File: src/rtl/core/pbrle_pkg.sv
// Types and constants for the PackBits run-length encoder core.
// No dependencies; imported by pbrle_step and packbits_rle_encoder_core.
`timescale 1ns / 1ps
`default_nettype none

package pbrle_pkg;

    localparam int unsigned POS_W = 21;
    localparam logic [7:0]  RUN_MAX = 8'd128;

    typedef enum logic [1:0] {
        MODE_BASE    = 2'd0,
        MODE_LITERAL = 2'd1,
        MODE_RUN     = 2'd2
    } mode_t;

    typedef struct packed {
        logic [7:0] in_byte;
        logic       in_last;
    } in_item_t;

    typedef struct packed {
        logic [POS_W-1:0] out_pos;
        logic [7:0]       out_byte;
        logic             out_last;
    } out_item_t;

    typedef struct packed {
        logic [7:0]       group_value;
        logic [7:0]       group_count;
        mode_t            coding_mode;
        logic [7:0]       literal_length;
        logic [POS_W-1:0] literal_header_pos;
        logic [POS_W-1:0] write_pos;
    } enc_state_t;

    // Writes caused by one input byte: up to four, in order from index 0
    typedef struct packed {
        out_item_t [3:0] wr;
        logic [2:0]      num;
    } step_res_t;

    // One closed group: new state plus its two writes
    typedef struct packed {
        enc_state_t st;
        out_item_t  w0;
        out_item_t  w1;
    } close_t;

endpackage

`default_nettype wire

File: src/rtl/core/pbrle_step.sv
// Combinational next-state and write generation for one input byte.
// Depends on pbrle_pkg.
`timescale 1ns / 1ps
`default_nettype none

module pbrle_step (
    input  wire pbrle_pkg::enc_state_t cur,
    input  wire pbrle_pkg::in_item_t   item,
    output pbrle_pkg::enc_state_t      nxt,
    output pbrle_pkg::step_res_t       res
);
    import pbrle_pkg::*;

    function automatic close_t close_group(enc_state_t s, logic [7:0] v, logic [7:0] c);
        close_t           r;
        logic [7:0]       ll;
        logic [POS_W-1:0] hdr;
        logic [POS_W-1:0] wp;
        r   = '0;
        r.st = s;
        ll  = s.literal_length;
        hdr = s.literal_header_pos;
        wp  = s.write_pos;
        if (c > 8'd1)
        begin
            // run: header is (257 - count) mod 256
            r.w0.out_pos  = wp;
            r.w0.out_byte = 8'd1 - c;
            r.w1.out_pos  = wp + POS_W'(1);
            r.w1.out_byte = v;
            r.st.write_pos      = wp + POS_W'(2);
            r.st.coding_mode    = MODE_RUN;
            r.st.literal_length = 8'd0;
        end
        else
        begin
            if (s.coding_mode == MODE_LITERAL)
            begin
                ll = s.literal_length + 8'd1;
                if (ll > RUN_MAX)
                begin
                    // literal full: leave room for a fresh header
                    hdr = wp;
                    wp  = wp + POS_W'(1);
                    ll  = ll - RUN_MAX;
                end
            end
            else
            begin
                hdr = wp;
                ll  = 8'd1;
                wp  = wp + POS_W'(1);
                r.st.coding_mode = MODE_LITERAL;
            end
            r.w0.out_pos  = hdr;
            r.w0.out_byte = ll - 8'd1;
            r.w1.out_pos  = wp;
            r.w1.out_byte = v;
            r.st.write_pos          = wp + POS_W'(1);
            r.st.literal_length     = ll;
            r.st.literal_header_pos = hdr;
        end
        return r;
    endfunction

    logic       pending;
    logic       hit;
    close_t     close_a;
    close_t     close_b;
    enc_state_t mid;

    assign pending = (cur.group_count != 8'd0);
    assign hit     = pending && (item.in_byte == cur.group_value);

    always_comb
    begin
        nxt     = cur;
        res     = '0;
        close_a = '0;
        close_b = '0;
        mid     = cur;
        if (!item.in_last)
        begin
            if (hit)
            begin
                if (cur.group_count >= RUN_MAX)
                begin
                    close_a = close_group(cur, cur.group_value, RUN_MAX);
                    nxt = close_a.st;
                    nxt.group_count = 8'd1;
                    res.wr[0] = close_a.w0;
                    res.wr[1] = close_a.w1;
                    res.num   = 3'd2;
                end
                else
                begin
                    nxt.group_count = cur.group_count + 8'd1;
                end
            end
            else
            begin
                if (pending)
                begin
                    close_a = close_group(cur, cur.group_value, cur.group_count);
                    nxt = close_a.st;
                    res.wr[0] = close_a.w0;
                    res.wr[1] = close_a.w1;
                    res.num   = 3'd2;
                end
                nxt.group_value = item.in_byte;
                nxt.group_count = 8'd1;
            end
        end
        else
        begin
            // final byte always forms its own group; state returns to reset
            if (pending)
            begin
                close_a = close_group(cur, cur.group_value, cur.group_count);
                mid = close_a.st;
            end
            close_b = close_group(mid, item.in_byte, 8'd1);
            if (pending)
            begin
                res.wr[0] = close_a.w0;
                res.wr[1] = close_a.w1;
                res.wr[2] = close_b.w0;
                res.wr[3] = close_b.w1;
                res.wr[3].out_last = 1'b1;
                res.num = 3'd4;
            end
            else
            begin
                res.wr[0] = close_b.w0;
                res.wr[1] = close_b.w1;
                res.wr[1].out_last = 1'b1;
                res.num = 3'd2;
            end
            nxt = '0;
        end
    end

endmodule

`default_nettype wire

File: src/rtl/core/packbits_rle_encoder_core.sv
// PackBits run-length encoder top level: input register, encoder state,
// result buffer and output channel. Depends on pbrle_pkg and pbrle_step.
//
//  channel | dir | handshake          | word
//  --------+-----+--------------------+-----------------------------------
//  in      | in  | in_valid/in_ready  | in_item  (in_byte, in_last)
//  out     | out | out_valid/out_ready| out_item (out_pos, out_byte, out_last)
//
// Each byte is held in the input register and then encoded combinationally
// as it loads into a four-entry result buffer. The buffer drains one write
// per cycle while out_ready is high. A byte yields no write, two writes when
// it closes a run or literal group, or four for a final byte that closes one.
// Reset clears the encoder state and both valid flags. The input register
// is reloaded as the buffer hands out its last write, so out_ready stalls
// propagate to in_ready only once both stages are full.
`timescale 1ns / 1ps
`default_nettype none

module packbits_rle_encoder_core (
    input  wire                      clk,
    input  wire                      rst_n,
    input  wire                      in_valid,
    output logic                     in_ready,
    input  wire pbrle_pkg::in_item_t in_item,
    output logic                     out_valid,
    input  wire                      out_ready,
    output pbrle_pkg::out_item_t     out_item
);
    import pbrle_pkg::*;

    logic       in_valid_reg;
    in_item_t   in_item_reg;
    enc_state_t state_reg;
    enc_state_t state_next;
    step_res_t  step_res;
    out_item_t  res_reg [4];
    logic [1:0] rd_reg;
    logic [2:0] left_reg;
    logic       pop;
    logic       load;

    pbrle_step u_step (
        .cur  (state_reg),
        .item (in_item_reg),
        .nxt  (state_next),
        .res  (step_res)
    );

    assign out_valid = (left_reg != 3'd0);
    assign out_item  = res_reg[rd_reg];
    assign pop       = out_valid && out_ready;
    assign load      = in_valid_reg && ((left_reg == 3'd0) || ((left_reg == 3'd1) && out_ready));
    assign in_ready  = !in_valid_reg || load;

    always_ff @(posedge clk or negedge rst_n)
    begin
        if (!rst_n)
        begin
            in_valid_reg <= 1'b0;
            state_reg    <= '0;
            rd_reg       <= 2'd0;
            left_reg     <= 3'd0;
        end
        else
        begin
            if (in_valid && in_ready)
                in_valid_reg <= 1'b1;
            else if (load)
                in_valid_reg <= 1'b0;

            if (load)
            begin
                state_reg <= state_next;
                rd_reg    <= 2'd0;
                left_reg  <= step_res.num;
            end
            else if (pop)
            begin
                rd_reg   <= rd_reg + 2'd1;
                left_reg <= left_reg - 3'd1;
            end
        end
    end

    always_ff @(posedge clk)
    begin
        if (in_valid && in_ready)
            in_item_reg <= in_item;
        if (load)
        begin
            for (int i = 0; i < 4; i++)
                res_reg[i] <= step_res.wr[i];
        end
    end

endmodule

`default_nettype wire

File: config.mk
export PLATFORM = sky130hd
export DESIGN_NAME = packbits_rle_encoder_core
export DESIGN_NICKNAME = d
export VERILOG_FILES = /design/src/rtl/core/pbrle_pkg.sv /design/src/rtl/core/pbrle_step.sv /design/src/rtl/core/packbits_rle_encoder_core.sv
export SDC_FILE = /design/constraint.sdc
export NUM_CORES = 1
export LEC_CHECK = 0
export BUFFER_PORTS_ARGS = -buffer_cell sky130_fd_sc_hd__buf_2
export CELL_PAD_IN_SITES_DETAIL_PLACEMENT = 1
export CELL_PAD_IN_SITES_GLOBAL_PLACEMENT = 2
export CORE_ASPECT_RATIO = 1.4
export CORE_MARGIN = 2
export CORE_UTILIZATION = 30
export DETAILED_ROUTE_END_ITERATION = 10
export GPL_ROUTABILITY_DRIVEN = 0
export MAX_ROUTING_LAYER = met4
export PLACE_DENSITY = 0.74
export SYNTH_ARGS = -nofsm -noshare
export SYNTH_HDL_FRONTEND = slang
export SYNTH_SLANG_ARGS = --single-unit
File: constraint.sdc
create_clock -name clk -period 10.5 [get_ports clk]
set_input_delay 2.1 -clock clk [delete_from_list [all_inputs] [get_ports clk]]
set_output_delay 2.1 -clock clk [all_outputs]
set_load 0.005 [all_outputs]
[Word level (Yosys, flattened, before mapping)]
Memory sizes are Yosys's and may differ from the RTL's.
Cells that the tools add are included.
Storage, ports and cells
  bits in registers: 83
  RAM bits: 120
  input port bits: 13
  output and inout bits: 32
  word-level logic and storage cells: 109
  memories: 1
Memories
  res_reg: words 4, width 30, read ports 1, clocked after Yosys merged registers in 0, write ports 4, RTL line packbits_rle_encoder_core.sv:36  | out_item_t res_reg [4];
Operators by class
  $add $sub $neg: 16
  $lt $le $gt $ge: 4
  equality and inequality tests: 6
  muxes and demuxes: 53
  reductions and logical operators: 18
Operator list (count)
  $mux W63: 5
  $mux W21: 14
  $mux W52: 4
  $mux W68: 2
  $mux W60: 2
  $mux W50: 2
  $mux W8: 11
  $add A21 B1 Y21 const B: 4
  $mux W29: 2
  $add A8 B1 Y8 const B: 3
  $sub A8 B1 Y8 const B: 3
  $add A21 B2 Y21 const B: 1
  $mux W10: 2
  $gt A8 B8 Y1 const B: 2
  $sub A8 B8 Y8 const B: 2
  $eq A8 B8 Y1: 1
  $ge A8 B8 Y1 const B: 1
  $gt A8 B1 Y1 const B: 1
  $reduce_bool A8 Y1: 1
  $sub A1 B8 Y8 const A: 1
  $mux W2: 3
  $mux W3: 2
  $reduce_and A3 Y1: 2
  $reduce_bool A2 Y1: 3
  13 further kinds: 23

[Logic depth before layout (Yosys ltp)]
  depth after elaboration: 20
  depth in mapped cells: 23
  depth with buffers taken out: 19

[Cells and area by module]
From an unflattened synthesis, not the netlist that was laid out.
Second synthesis, totals
  cells, all modules: 1522
  area total of the unflattened synthesis: 14382.5 um^2
Modules (own cells, without submodules)
  packbits_rle_encoder_core: times used 1, cells an instance 345, area each 7475.9 um^2, seq. area each 5725.5 um^2
  pbrle_step: times used 1, cells an instance 1177, area each 6906.6 um^2, seq. area each 0.0 um^2

[Least setup slack after synthesis]
OpenSTA, ideal clock, no wires.
  path type: input to register
  start: input out_ready
  end: register state_reg[57] (netlist bit)
  library setup time: 0.135 ns
  arrival: 6.643 ns
  required time: 10.365 ns
  slack: 3.722 ns
  cell stages on the path: 9
  buffers on the path: 2
  cells stage by stage: a21oi_1 -> nor2_1 -> nand2_1 -> clkbuf_1 -> clkinv_1 -> clkbuf_1 -> o21ai_0 -> nand2_1 -> o41ai_1
Between the ends
  cells in the longest elaborated chain, start to end: 3
Ends and longest elaborated chain
  start, declared: RTL line packbits_rle_encoder_core.sv:26  | input wire out_ready,
  $logic_and A1 B1 Y1: RTL line packbits_rle_encoder_core.sv:52  | assign load = in_valid_reg && ((left_reg == 3'd0) || ((left_reg == 3'd1) && out_ready));
  $logic_or A1 B1 Y1: RTL line packbits_rle_encoder_core.sv:52
  $logic_and A1 B1 Y1: RTL line packbits_rle_encoder_core.sv:52
  named net load: RTL line packbits_rle_encoder_core.sv:40  | logic load;
  end signal, assigned: RTL line packbits_rle_encoder_core.sv:73  | state_reg <= state_next;
  end, declared: RTL line packbits_rle_encoder_core.sv:33  | enc_state_t state_reg;
The timed path passes the listed nets, and every way through them passes these cells.
A chain may end at the register's enable or synchronous reset.

==> flow_summary.toml <==
[setup_path]
end_kind = "flop"
worstSetupStartpointType = "flop"
crit_fanout = 25
worstPathArrival_ps = 6560
worstSetupPathType = "flop to flop"
cp.required_ps = 10760

[cells_and_area]
largest_reg_flops = 118
final.fill_count = 5259
drive_gt1_share_pct = 12.2
fin_nets = 1520
antenna_cells = 0
syn_to_final_growth_pct = 10.1

[min_path]
holdCritPathClass = "flop to flop"

[floorplanning]
fp.coreArea_um2 = 46000
dieArea_um2 = 48400
start_util_pct = 30.4
fp.dieW_um = 186
num_rows = 93
io_pins = 45
die_h_um = 259

[synth]
synth_seq_cells = 201
ys.flop_type = "edfxtp_1"
synth_edf_count = 127
synth_warnings = 0
synth_async_sr_flop_share_pct = 36.8
syn_area_um2 = 14000
synthCells = 1524
yosys.cell_types.count = 86
yosysSeqAreaShare_pct = 40.5
syn_nets = 1552
syn_avg_cell_area_um2 = 9.17

[detailed_routing]
drc = 0
dr.first_iter.drc_count = 949
wl_per_cell_um = 24.3
first_pass_iters = 6
drt-total-wl_mm = 51.6
vias = 12500
drt.antenna.violating_nets = 0
vias_per_cell = 5.91

[timing]
rsz0062_at_grt = "false"
period_minus_slack_ps = 6300
period_share_pct = 60.0
finalHoldViolCount = 0
clock_skew_ps = 14.3
max_freq_ghz = 0.159
setup_violations = 0
maxSlewHeadroom_pct = 25.8
tns_ps = 0
tightest_slew_ps = 1110
slew_viol_final = 0

[clocking]
cts_made_buffers = 21
cts_max_path_buffers = 3
worstSkewPairLatency_ps = 530
clock-root-buffer = "clkbuf_16"
clock_sinks = 201
cts_hold_buf = 0
cts.clk_slew.worst_paths_ps = 70
h-tree-depth = 1
cts_tree = "yes"
cts_resized = 0
post-cts-setup-buffers = 0

[grt]
grt_max_degree = 82
grt_pass1_vias = 12800
grt-ovfl-total = 0
grt_pass1_wl_mm = 79.5
grt_usage_pct = 21.6
antenna_found_initial = 0

[placed_design]
io_buffer_count = 44
dp_hpwl_mm = 36.3

[run_status]
outcome = "completed"

[power_and_ir_drop]
power_mw = 4.31
power_density_nw_per_um2 = 280
p_leak_nw = 5.40
ir_drop_mv = 0.173

[flow_run]
maxCapViolations = 0
[report_power, final]
part | internal (mW) | switching, mW
Sequential | 1.13 | 0.223
Combinational | 0.778 | 1.45
Clock | 0.402 | 0.327
[per-stage QoR]
stage          instances  util [%]  area, um2  setup WS, ps  hold slack, ps
3_3_place_gp        2086      32.1      14800          4510             511
6_report            2123      33.5      15400          4200             534
2_1_floorplan       1524         -      14000          3720             485
4_1_cts             2123      33.5      15400          4290             532
5_1_grt             2123      33.5      15400          3640             554
3_5_place_dp        2086      32.1      14800          4310             517
[Yosys cell counts (all sizes together), types with 21 or more instances]
cell / count / area (um2)
nor2: 143 / 544
a31oi: 21 / 131
dfrtp: 74 / 1850
and3: 28 / 175
mux4: 29 / 653
o21ai: 126 / 631
o22ai: 36 / 225
clkbuf: 108 / 405
and2: 22 / 138
xor2: 36 / 315
mux2i: 25 / 250
xnor2: 32 / 280
nand3: 50 / 250
nor3: 46 / 230
edfxtp: 127 / 3810
nand2: 128 / 480
o211ai: 24 / 185
buf: 28 / 135
inv: 34 / 128
a21oi: 77 / 385
a22o: 44 / 385
[critical path, cell delays in order, from the launching register on]
cell and delay [ps]:
dfrtp_1 520, ha_1 420, nand2_1 190, o31ai_1 410, o21ai_1 100, buf_4 240, nor2_1 510, nand2_1 110
nand2_1 110, ha_1 350, nand3_1 110, a21oi_1 390, o2111ai_1 330, a211o_1 360, a31oi_1 360, nand4_1 280
a21boi_0 300, nand3_1 300, o211a_1 300, or3_1 340
[cell families (layout without fill, tap and decap cells)]
kind of cell | Yosys count | after routing | synth area share, %
AO/OA/AOI/OAI | 468 | 468 | 22.8
buffers and inverters | 172 | 154 | 4.83
XOR/XNOR | 68 | 68 | 4.26
AND/OR/NAND/NOR | 541 | 541 | 19.4
adder cells (fa/ha/maj) | 15 | 15 | 1.34
multiplexers | 59 | 59 | 6.86
flip-flops | 201 | 201 | 40.5
[per-layer routing]
layer	wire length, um	global-route usage [%]	up-vias
met5	0	-	-
met4	1510	6.89	0
met3	2160	2.19	84
met2	25200	36.3	324
met1	22700	27.5	6434
li1	-	-	5703
[layout by cell type (no fill, tap or decap), types with 7 or more instances in the layout]
cell	count
a21o_1	7
o31ai_1	9
nor2_1	139
o22ai_1	36
nor2b_1	13
nand2b_1	10
mux2i_1	25
edfxtp_1	127
clkbuf_16	21
a22o_1	44
buf_4	38
a222oi_1	9
dfrtp_1	73
ha_1	15
a21oi_1	77
or3_1	17
nand3_1	50
nor4_1	10
xor2_1	36
or2_2	11
a211oi_1	10
buf_2	43
nor3b_1	10
nor3_1	46
and3_1	28
xnor2_1	32
a31oi_1	20
a311o_1	10
nand3b_1	7
mux4_2	29
nand4_1	15
nand2_1	128
o31a_1	9
a22oi_1	19
o21ai_0	121
inv_1	34
and2_1	21
o211ai_1	23
[final timing paths]
check	from	cells past startpoint	slack (ps)	end
hold reg to reg	state_reg[29]	1	530	state_reg[29]
hold / removal	state_reg[29]	1	530	state_reg[29]
min in group asynchronous	rst_n	1	1510	state_reg[38]
setup / recovery	state_reg[42]	19	4200	res_reg[1][26]
setup reg to reg	state_reg[42]	19	4200	res_reg[1][26]
max in group asynchronous	rst_n	2	7700	rd_reg[0]
[area by class of cell]
type,instances,area [um2],area share (%)
repair buffers,81,500,3.25
clock buffers,28,562,3.65
well taps,617,772,5.02
flip-flops and latches,201,5670,36.8
inverters,36,138,0.894
clock inverters,9,77.6,0.504
multi-input cells,1151,7670,49.9
(Power assumes the default switching activity.)
